File: src/rtl/drf_pkg.sv
// Package for the deduplicating request FIFO.
// Holds the beat types, action codes, controller states and shared widths.
// No dependencies.
`timescale 1ns / 1ps

package drf_pkg;

  localparam int IdW          = 24;
  localparam int LimW         = 6;
  localparam int CntW         = 6;
  localparam int DepthDefault = 32;
  localparam int DataW        = 32;
  localparam int AddrW        = 3;

  localparam logic [LimW-1:0] LimitReset = LimW'(32);

  // Word index of the queue_limit register.
  localparam logic [0:0] RegQueueLimit = 1'b0;

  typedef enum logic [1:0] {
    ACT_ADD     = 2'd0,
    ACT_DISCARD = 2'd1,
    ACT_QUERY   = 2'd2,
    ACT_POP     = 2'd3
  } act_e;

  typedef enum logic [1:0] {
    ST_IDLE,
    ST_EXEC,
    ST_POP
  } state_e;

  typedef struct packed {
    act_e            action;
    logic [IdW-1:0]  request_id;
    logic [CntW-1:0] pop_count;
  } in_item_t;

  typedef struct packed {
    logic [IdW-1:0] out_id;
    logic           has_id;
    logic           was_pending;
    logic           last;
  } out_item_t;

  // Per-cell update control: load takes the key, shift takes the neighbor.
  typedef struct packed {
    logic shift;
    logic load;
  } cell_ctl_t;

endpackage

File: src/rtl/drf_cell.sv
// One slot of the request queue: holds an ID, compares it against the key
// and passes the running match flag to the next cell. Depends on drf_pkg.
`timescale 1ns / 1ps

module drf_cell (
  input  logic                    clk_i,
  input  logic [drf_pkg::IdW-1:0] key_i,
  input  logic                    valid_i,
  input  logic                    seen_i,
  input  drf_pkg::cell_ctl_t      ctl_i,
  input  logic [drf_pkg::IdW-1:0] nbr_i,
  output logic [drf_pkg::IdW-1:0] data_o,
  output logic                    seen_o
);

  logic [drf_pkg::IdW-1:0] data_q, data_d;

  // Match seen at this cell or any older one.
  assign seen_o = seen_i | (valid_i & (data_q == key_i));
  assign data_o = data_q;

  always_comb begin
    data_d = data_q;
    priority if (ctl_i.load) begin
      data_d = key_i;
    end else if (ctl_i.shift) begin
      data_d = nbr_i;
    end
  end

  always_ff @(posedge clk_i) begin
    data_q <= data_d;
  end

endmodule

File: src/rtl/dedup_request_fifo.sv
// Top level of the deduplicating request FIFO: controller, config register,
// output register and the row of drf_cell slots. Depends on drf_pkg, drf_cell.
`timescale 1ns / 1ps

// Ordered queue of distinct request IDs kept in a row of DEPTH cells, oldest
// in cell 0. One item is handled at a time. Add, discard and query pass
// through ST_EXEC once accepted: every cell compares its ID to the key, the
// match flag ripples down the row and the cells shift or load in place; the
// single result lands in the output register. A pop emits one beat per
// removed ID (at least one), since each result is read from cell 0 while the
// whole row shifts one place toward it. While a finished beat waits under
// out_stall_i, the block holds back its next beat. No clearing pass follows
// reset; the block accepts items right away. queue_limit lives at address 0.
module dedup_request_fifo #(
  parameter int DEPTH = drf_pkg::DepthDefault
) (
  input  logic                        clk_i,
  input  logic                        rst_ni,
  input  logic                        in_valid_i,
  output logic                        in_stall_o,
  input  drf_pkg::in_item_t           in_data_i,
  output logic                        out_valid_o,
  input  logic                        out_stall_i,
  output drf_pkg::out_item_t          out_data_o,
  input  logic                        psel,
  input  logic                        penable,
  input  logic                        pwrite,
  input  logic [drf_pkg::AddrW-1:0]   paddr,
  input  logic [drf_pkg::DataW-1:0]   pwdata,
  output logic [drf_pkg::DataW-1:0]   prdata,
  output logic                        pready
);

  localparam int OccW = $clog2(DEPTH + 1);
  localparam int CmpW = (OccW > drf_pkg::LimW) ? OccW : drf_pkg::LimW;

  drf_pkg::state_e   state_q, state_d;
  drf_pkg::in_item_t item_q, item_d;
  logic [OccW-1:0]   occ_q, occ_d;
  logic [drf_pkg::CntW-1:0] rem_q, rem_d;
  logic [drf_pkg::LimW-1:0] limit_q;
  logic              out_valid_q, out_valid_d;
  drf_pkg::out_item_t out_q, out_d;

  logic [drf_pkg::IdW-1:0] cell_data [DEPTH];
  logic [DEPTH:0]          seen;
  drf_pkg::cell_ctl_t      ctl [DEPTH];

  logic            out_free, exec_go, pop_go, hit, drop, do_append, add_miss;
  logic [CmpW-1:0] lim_eff;
  logic [OccW-1:0] app_idx;

  // Configuration port.
  assign pready = 1'b1;
  assign prdata = drf_pkg::DataW'(limit_q);

  always_ff @(posedge clk_i or negedge rst_ni) begin
    if (!rst_ni) begin
      limit_q <= drf_pkg::LimitReset;
    end else if (psel && penable && pwrite && pready &&
                 paddr[drf_pkg::AddrW-1] == drf_pkg::RegQueueLimit) begin
      limit_q <= pwdata[drf_pkg::LimW-1:0];
    end
  end

  // Cell row.
  assign seen[0] = 1'b0;

  for (genvar i = 0; i < DEPTH; i++) begin : g_cell
    logic [drf_pkg::IdW-1:0] nbr;
    logic                    valid;

    if (i == DEPTH - 1) begin : g_tail
      assign nbr = '0;
    end else begin : g_body
      assign nbr = cell_data[i+1];
    end

    assign valid = OccW'(i) < occ_q;

    assign ctl[i].load  = exec_go && add_miss && do_append && (OccW'(i) == app_idx);
    assign ctl[i].shift = pop_go
                       || (exec_go && add_miss && drop && (OccW'(i) < app_idx))
                       || (exec_go && item_q.action == drf_pkg::ACT_DISCARD && seen[i+1]);

    drf_cell u_cell (
      .clk_i   (clk_i),
      .key_i   (item_q.request_id),
      .valid_i (valid),
      .seen_i  (seen[i]),
      .ctl_i   (ctl[i]),
      .nbr_i   (nbr),
      .data_o  (cell_data[i]),
      .seen_o  (seen[i+1])
    );
  end

  assign hit      = seen[DEPTH];
  assign add_miss = (item_q.action == drf_pkg::ACT_ADD) && !hit;
  assign lim_eff  = (CmpW'(limit_q) > CmpW'(DEPTH)) ? CmpW'(DEPTH) : CmpW'(limit_q);
  assign drop     = (CmpW'(occ_q) >= lim_eff) && (occ_q != '0);
  assign do_append = drop || (occ_q < OccW'(DEPTH));
  assign app_idx  = drop ? (occ_q - OccW'(1)) : occ_q;

  assign out_free = !out_valid_q || !out_stall_i;
  assign exec_go  = (state_q == drf_pkg::ST_EXEC) && out_free;
  assign pop_go   = (state_q == drf_pkg::ST_POP) && out_free &&
                    (rem_q != '0) && (occ_q != '0);

  assign in_stall_o  = (state_q != drf_pkg::ST_IDLE);
  assign out_valid_o = out_valid_q;
  assign out_data_o  = out_q;

  always_comb begin
    state_d     = state_q;
    item_d      = item_q;
    occ_d       = occ_q;
    rem_d       = rem_q;
    out_d       = out_q;
    out_valid_d = out_valid_q && out_stall_i;

    unique case (state_q)
      drf_pkg::ST_IDLE: begin
        if (in_valid_i) begin
          item_d  = in_data_i;
          rem_d   = in_data_i.pop_count;
          state_d = (in_data_i.action == drf_pkg::ACT_POP) ? drf_pkg::ST_POP
                                                           : drf_pkg::ST_EXEC;
        end
      end
      drf_pkg::ST_EXEC: begin
        if (out_free) begin
          out_valid_d       = 1'b1;
          out_d.out_id      = '0;
          out_d.has_id      = 1'b0;
          out_d.was_pending = hit;
          out_d.last        = 1'b1;
          if (add_miss) begin
            occ_d = occ_q - OccW'(drop) + OccW'(do_append);
          end else if (item_q.action == drf_pkg::ACT_DISCARD && hit) begin
            occ_d = occ_q - OccW'(1);
          end
          state_d = drf_pkg::ST_IDLE;
        end
      end
      drf_pkg::ST_POP: begin
        if (out_free) begin
          out_valid_d       = 1'b1;
          out_d.was_pending = 1'b0;
          if (pop_go) begin
            out_d.out_id = cell_data[0];
            out_d.has_id = 1'b1;
            out_d.last   = (rem_q == drf_pkg::CntW'(1)) || (occ_q == OccW'(1));
            occ_d        = occ_q - OccW'(1);
            rem_d        = rem_q - drf_pkg::CntW'(1);
            if (out_d.last) begin
              state_d = drf_pkg::ST_IDLE;
            end
          end else begin
            // Nothing to remove: one empty closing beat.
            out_d.out_id = '0;
            out_d.has_id = 1'b0;
            out_d.last   = 1'b1;
            state_d      = drf_pkg::ST_IDLE;
          end
        end
      end
      default: begin
        state_d = drf_pkg::ST_IDLE;
      end
    endcase
  end

  always_ff @(posedge clk_i or negedge rst_ni) begin
    if (!rst_ni) begin
      state_q     <= drf_pkg::ST_IDLE;
      occ_q       <= '0;
      out_valid_q <= 1'b0;
    end else begin
      state_q     <= state_d;
      occ_q       <= occ_d;
      out_valid_q <= out_valid_d;
    end
  end

  always_ff @(posedge clk_i) begin
    item_q <= item_d;
    rem_q  <= rem_d;
    out_q  <= out_d;
  end

  a_occ_bound: assert property (@(posedge clk_i) disable iff (!rst_ni)
    occ_q <= OccW'(DEPTH))
    else $error("occupancy above depth");

  a_occ_step: assert property (@(posedge clk_i) disable iff (!rst_ni)
    1'b1 |=> (occ_q == $past(occ_q)) || (occ_q == $past(occ_q) + OccW'(1)) ||
             (occ_q + OccW'(1) == $past(occ_q)))
    else $error("occupancy moved by more than one");

  a_empty_is_last: assert property (@(posedge clk_i) disable iff (!rst_ni)
    out_valid_o |-> (out_data_o.has_id || out_data_o.last))
    else $error("beat without ID is not the last one");

  a_stall_while_busy: assert property (@(posedge clk_i) disable iff (!rst_ni)
    (out_valid_o && out_data_o.has_id && !out_data_o.last) |-> in_stall_o)
    else $error("input open in the middle of a pop");

endmodule

File: config.mk
export PLATFORM = sky130hd
export DESIGN_NAME = dedup_request_fifo
export DESIGN_NICKNAME = d
export VERILOG_FILES = /design/src/rtl/drf_pkg.sv /design/src/rtl/drf_cell.sv /design/src/rtl/dedup_request_fifo.sv
export SDC_FILE = /design/constraint.sdc
export NUM_CORES = 2
export LEC_CHECK = 0
export BUFFER_PORTS_ARGS = -buffer_cell sky130_fd_sc_hd__buf_2
export CAP_MARGIN = 20
export CORE_MARGIN = 5
export CORE_UTILIZATION = 30
export CTS_CLUSTER_DIAMETER = 80
export DETAILED_ROUTE_END_ITERATION = 6
export HOLD_SLACK_MARGIN = 0.02
export PLACE_DENSITY_LB_ADDON = 0.25
export RECOVER_POWER = 25
export SYNTH_ARGS = -nofsm -noshare
export SYNTH_HDL_FRONTEND = slang
export SYNTH_SLANG_ARGS = --single-unit
File: constraint.sdc
create_clock -name clk_i -period 5.7 [get_ports clk_i]
set_input_delay 1.14 -clock clk_i [delete_from_list [all_inputs] [get_ports clk_i]]
set_output_delay 1.14 -clock clk_i [all_outputs]
set_load 0.02 [all_outputs]
## After elaboration in Yosys (flattened, before gate mapping)

Index checks and enable logic that the tools add are counted.

- Word-level logic and storage cells: 570
- Output and inout port bits: 62
- Register bits: 842
- Input port bits: 74

- Reduce and logical (&&, ||, !) cells: 227
- Add/sub/neg operators: 4
- Bitwise logic cells: 64
- Magnitude comparators: 67
- Mux-type cells: 90
- Equal/unequal tests: 75

Operator list:

| cell | number |
|---|---|
| 24-bit 2-to-1 mux | 64 |
| 24-bit == test | 32 |
| 5-bit by 6-bit less-than comparator with 1-bit output, first input constant | 32 |
| 1-bit logical AND | 111 |
| 5-bit by 6-bit == test with 1-bit output, first input constant | 16 |
| 4-bit by 6-bit less-than comparator with 1-bit output, first input constant | 16 |
| 2-bit nonzero test | 35 |
| 1-bit logical OR | 67 |
| 6-bit 2-to-1 mux | 10 |
| 27-bit 2-to-1 mux | 2 |
| 27-bit one-hot mux with 2 select lines | 1 |
| 4-bit by 6-bit == test with 1-bit output, first input constant | 8 |
| 3-bit by 6-bit less-than comparator with 1-bit output, first input constant | 8 |
| 1-bit AND | 32 |
| 1-bit bitwise OR | 31 |
| 25-bit 2-to-1 mux | 1 |
| 3-bit by 6-bit == test with 1-bit output, first input constant | 4 |
| 1-bit by 6-bit less-than comparator with 1-bit output, first input constant | 4 |
| 2-bit by 6-bit less-than comparator with 1-bit output, first input constant | 4 |
| 6-bit one-hot mux with 2 select lines | 2 |
| 2-bit by 6-bit == test with 1-bit output, first input constant | 2 |
| 6-bit by 1-bit == test with 1-bit output, second input constant | 2 |
| 2-bit 2-to-1 mux | 6 |
| 6-bit nonzero test | 2 |
| 22 further kinds | 35 |

## Depth between registers and ports, before layout

- Word-level depth: 42
- Mapped depth: 20
- Gate-level depth less buffers: 19

## Hierarchy

From an unflattened synthesis, not the netlist that was laid out.

- Cell total of the unflattened synthesis: 3274
- Area, all modules: 46289.4 µm²

By module, submodules not included:

| module | seq. area each (µm²) | area each (µm²) | cells an instance | instances |
|---|---|---|---|---|
| drf_cell | 720.7 | 1283.7 | 85 | 32 |
| dedup_request_fifo | 2148.3 | 5210.0 | 554 | 1 |

## Worst setup path after synthesis

OpenSTA, ideal clock, no wires.

- Path type: reg2reg
- Start point: register occ_q[5]
- End point: register g_cell[17].u_cell.data_q, in the netlist g_cell[17].u_cell.data_o[0] (enable)
- Stages on the path, launching flop included: 16
- Path buffers: 5
- Required time: 5210 ps
- Setup slack: -522 ps
- Data arrival time: 5731 ps
- Library setup time: 490 ps
- Clock period less this slack: 6222 ps
- Cells stage by stage: dfrtp_1 -> clkbuf_1 -> inv_1 -> ha_1 -> clkbuf_1 -> nand2_1 -> o2111ai_1 -> nor4_1 -> nor4_4 -> and4_4 -> and4_4 -> buf_6 -> nand3_1 -> buf_2 -> clkbuf_1 -> o311ai_0

- Cells in the longest elaborated chain, start to end: 41
- Elaborated cells on any way between the ends: 116
- Classes of those cells: add/sub: 1; order compare: 35; eq/ne: 1; mux: 1; bitwise: 63; reduce/logical: 15

RTL lines:

| element | line | RTL |
|---|---|---|
| from (decl) | dedup_request_fifo.sv:39 | `logic [OccW-1:0] occ_q, occ_d;` |
| from (signal assigned) | dedup_request_fifo.sv:177 | `occ_q <= '0;` |
| from (signal assigned) | dedup_request_fifo.sv:181 | `occ_q <= occ_d;` |
| 1-bit by 6-bit less-than comparator with 1-bit output | dedup_request_fifo.sv:79 | `assign valid = OccW'(i) < occ_q;` |
| 1-bit AND | drf_cell.sv:19 | `assign seen_o = seen_i \| (valid_i & (data_q == key_i));` |
| 1-bit bitwise OR (31 in a row) | drf_cell.sv:19 |  |
| 1-bit logical NOT | dedup_request_fifo.sv:99 | `assign add_miss = (item_q.action == drf_pkg::ACT_ADD) && !hit;` |
| 1-bit logical AND | dedup_request_fifo.sv:99 |  |
| 1-bit logical AND | dedup_request_fifo.sv:81, dedup_request_fifo.sv:83 |  |
| 1-bit logical AND (2 in a row) | dedup_request_fifo.sv:83 | `\|\| (exec_go && add_miss && drop && (OccW'(i) < app_idx))` |
| 1-bit logical OR | dedup_request_fifo.sv:83 |  |
| 1-bit logical OR | dedup_request_fifo.sv:84 | `\|\| (exec_go && item_q.action == drf_pkg::ACT_DISCARD && seen[i+1]);` |
| 2-bit nonzero test (no line) (*) | -- |  |
| to (signal assigned) | drf_cell.sv:32 | `data_q <= data_d;` |
| to (decl) | drf_cell.sv:16 | `logic [drf_pkg::IdW-1:0] data_q, data_d;` |

Mark *: on every way between the ends. The rest lies on a longest branch, timed or not.
A chain may end at the register's enable or synchronous reset.

## Final worst setup path

- Start point: register occ_q[4]
- End point: register g_cell[1].u_cell.data_q, in the netlist g_cell[1].u_cell.data_o[1] (enable)

- Cells in the longest elaborated chain, start to end: 41
- Elaborated cells on any way between the ends: 116
- Classes of those cells: add/sub: 1; order compare: 35; eq/ne: 1; mux: 1; bitwise: 63; reduce/logical: 15

RTL lines:

| element | line |
|---|---|
| 1-bit by 6-bit less-than comparator with 1-bit output | dedup_request_fifo.sv:79 |
| 1-bit AND | drf_cell.sv:19 |
| 1-bit bitwise OR (31 in a row) | drf_cell.sv:19 |
| 1-bit logical NOT | dedup_request_fifo.sv:99 |
| 1-bit logical AND | dedup_request_fifo.sv:99 |
| 1-bit logical AND | dedup_request_fifo.sv:81, dedup_request_fifo.sv:83 |
| 1-bit logical AND (2 in a row) | dedup_request_fifo.sv:83 |
| 1-bit logical OR | dedup_request_fifo.sv:83 |
| 1-bit logical OR | dedup_request_fifo.sv:84 |
| 2-bit nonzero test (no line) (*) | -- |
| to (signal assigned) | drf_cell.sv:32 |
| to (decl) | drf_cell.sv:16 |

Marked as above.

==> summary.md <==
| Metric | Value |
|---|---|
| Max-Cap Viols | `2` |
| Largest net degree at the start of global routing | `65` |
| Hold path start | `limit_q[0]` |
| Register area share after synthesis | `53.0%` |
| Boundary Pins | `136` |
| Setup TNS | `0 ns` |
| Synth top area cells | `edfxtp_1 52%, mux2_2 16%, xor2_1 7.5%` |
| CP Class | `register to register` |
| Uppermost routed layer | `met4` |
| Setup crit end kind | `register` |
| Minimum clock period | `5.37 ns` |
| Clock slew at reported path FFs | `0.07 ns` |
| WL met1 | `about 64000 um` |
| Die Height | `408 um` |
| Max VDD drop | `approximately 0.24 mV` |
| Run status | `finished with violations` |
| Cells after synthesis | `between 3000 and 4000` |
| PnR worst setup slack | `0.325 ns` |
| Final Hold Fails | `0` |
| P_leak | `18.1 nW` |
| Placement Setup Slack | `0.589 ns` |
| Starting density of the core | `30.1%` |
| Vias post-DR | `27400` |
| Mapped cell area | `~0.048 mm^2` |
| Clock share of power | `24.5%` |
| CP Data Arrival Time | `5.77 ns` |
| Setup crit start kind | `register` |
| H-tree levels | `3` |
| Gr ovfl total | `0` |
| Failing checks | `capacitance limit, slew limit` |
| Worst hold path cell count | `1` |
| Fillers | `15400` |
| GRT Total Usage | `16.0%` |
| Seq cells post-synth | `842` |
| R2R cell count | `16` |
| Initial antenna violation count | `0` |
| Clock latency on the worst-skew pair | `0.70 ns` |
| Post-synth top flop | `edfxtp_1` |
| RSZ-0062 raised after global routing | `no` |
| Via density | `4.83` |
| CTS hold repair buffers | `0` |
| PD cells | `477 mW/mm^2` |
| CTS tree | `built` |
| P_sw | `0.00923 W` |
| Site row count | `about 150` |
| Reg2Reg Launch Point | `occ_q[4]` |
| First-pass GRT wire length | `200000 um` |
| Comb power frac | `34.2%` |
| CORE AREA | `0.158 mm^2` |
| DR DRC count | `0` |
| Count of final setup violators | `0` |
| Mean post-synth cell area | `approximately 14 um^2` |
| EDFF count, synth | `827` |
| Reg2reg setup slack | `0.33 ns` |
| Critical Path Fanout Max | `25` |
| Total Nets Final | `3631` |
| Critical path's most frequent cell | `buf_4` |
| Share of layout cells above drive strength 1 | `a little under a third` |
| Worst R2R End | `g_cell[1].u_cell.data_o[1]` |
| DIE AREA | `0.167 mm^2` |
| Area share of the largest cell type after synthesis | `52.2%` |
| DRT iter0 DRCs | `2032` |
| CP Buf/Inv Count | `5` |
| Cell family with most CP delay | `simple AND/OR/NAND/NOR gates` |
| Int Power | `0.0165 W` |
| Die Wd | `between 400 and 500 um` |
| Met2 wire length | `62000 um` |
| Delay of the slowest critical-path stage | `0.54 ns` |
| Area Growth Syn to Fin | `13.3%` |
| Clock buffer depth | `3` |
| Final clock skew | `0.0359 ns` |
| Minimum hold slack | `0.548 ns` |
| DR pass1 iterations | `5` |
| Unique masters post-synth | `88` |
| Most common cell after layout, fill and taps aside | `edfxtp_1` |
| Routed Antenna Nets | `0` |
| CP Data Required Time | `6.09 ns` |
| Clock sinks | `between 800 and 900` |
| Met3 Wirelength | `~6600 um` |
| Fin area | `0.0539 mm^2` |
| Clk root buf | `clkbuf_16` |
| WL final | `136000 um` |
| DP HPWL | `94100 um` |
| Wire per inst | `24.0 um` |
| DP Area | `0.0510 mm^2` |
| Worst Hold Path EP | `limit_q[0]` |
| Cell taking the most area after synthesis | `edfxtp_1` |
| Max-slew headroom | `-8.19%` |
| Final core utilization | `around a third` |
| Final worst-path cycle share | `between 90% and 100%` |
| Worst-Margin Slew | `1.62 ns` |
| CTS Buf Count | `96` |
| Sw frac | `between 30% and 40%` |
| Ys Warns | `0` |
| FMAX | `between 150 and 200 MHz` |
| IO buf count | `80` |
| RePlAce Congestion | `0.851` |
| Max-slew violations | `53` |
| Worst-path cell chain | `inv_1, ha_1, buf_4, nor2b_1, nor2_1, nand4_1, nor3_1, buf_4, nand4bb_1, and4bb_2, and4_4, and2_4, nand3_1, clkbuf_2, o211ai_1, buf_12` |
| Min-Delay Path Class | `register to register` |
| Most frequent cells in the layout | `827 x edfxtp_1, 684 x mux2_2, 405 x xor2_1, 378 x xnor2_1, 126 x buf_4` |
| CTS resizes | `0` |
| Sequential share of power | `41.3%` |
| Async set-reset flop share out of synthesis | `1.78%` |
| Vias in the first global route | `28100` |
| Slowest-stage cell, CP | `nor2b_1` |
| Post-CTS repair timing setup buffer count | `0` |
==> worst max path at each step <==
stage                     cells after the start                      endpoint      from  slack, ns
final                                        16    g_cell[1].u_cell.data_o[1]  occ_q[4]       0.33
after global routing                         13  g_cell[31].u_cell.data_o[10]  occ_q[3]       0.19
after CTS                                    17    g_cell[4].u_cell.data_o[5]  occ_q[4]       0.53
after detailed placement                     15  g_cell[21].u_cell.data_o[22]  occ_q[4]       0.59
after global placement                       12  g_cell[13].u_cell.data_o[21]  occ_q[4]       0.60
after floorplan                              15   g_cell[17].u_cell.data_o[0]  occ_q[5]      -0.52
==> synth_stat cells, types with 30 or more instances <==
master,n
a21oi_1,36
and2_1,51
buf_2,59
buf_4,54
buf_6,75
clkbuf_1,91
edfxtp_1,827
ha_1,32
mux2_2,690
mux2_4,38
nand2_1,50
nand3_1,41
nand4_1,108
nor2_1,66
nor3_1,30
nor4_1,107
xnor2_1,378
xor2_1,405
==> per-layer routing <==
metal | GRT usage, % | up-vias
met5 | 0 | -
met4 | 5.15 | 0
met3 | 2.53 | 185
met2 | 25.5 | 735
met1 | 22.3 | 13700
li1 | - | 12700
==> worst reg2reg max path: stages (launching register included) <==
cell and delay [ns]:
dfrtp_1 0.45, inv_1 0.23, ha_1 0.47, buf_4 0.33, nor2b_1 0.55, nor2_1 0.11, nand4_1 0.13, nor3_1 0.05
buf_4 0.16, nand4bb_1 0.31, and4bb_2 0.42, and4_4 0.37, and2_4 0.33, nand3_1 0.11, clkbuf_2 0.44, o211ai_1 0.36
buf_12 0.23
==> kinds of logic (layout without fill, tap and decap cells) <==
family	after synthesis	count (layout)	share of synthesized area, %
xor+xnor	783	783	14.4
buf+inv	320	472	4.67
compound gates	133	133	1.84
flops	842	842	53.0
fa+ha+maj	33	33	0.883
simple gates	549	549	7.02
mux	757	757	18.2
other cells	2	31	0.0158
==> metrics by stage <==
stage	instances	total power, W
floorplan	3446	0.0162
global placement	5496	0.0196
detailed placement	5498	0.0196
CTS	5670	0.0260
global route	5670	0.0270
finish	5672	0.0257
==> power by group through the flow <==
stage	logic, W	clock network [W]	registers (W)
2_1_floorplan	0.00585	0	0.0104
3_3_place_gp	0.00883	0	0.0108
3_5_place_dp	0.00886	0	0.0107
4_1_cts	0.00893	0.00647	0.0106
5_1_grt	0.00949	0.00672	0.0108
6_report	0.00881	0.00630	0.0106
==> flip-flops by register name (all words and copies together) (netlist names) <==
signal and cells:
g_cell.u_cell.data_o 768, out_data_o 27, item_q 26, limit_q 6, occ_q 6, rem_q 6
state_q 2, out_valid_o 1
==> final cells by class <==
cell class	instances	area, um^2	share of cell area, %
Tap cell	2072	2590	4.81
Antenna cell	2	5.00	0.00928
Multi-Input combinational cell	2284	20300	37.6
Sequential cell	842	25200	46.8
Clock buffer	126	2620	4.86
Inverter	21	78.8	0.146
Clock inverter	46	517	0.958
Timing Repair Buffer	279	2600	4.82
(Power assumes the default switching activity.)
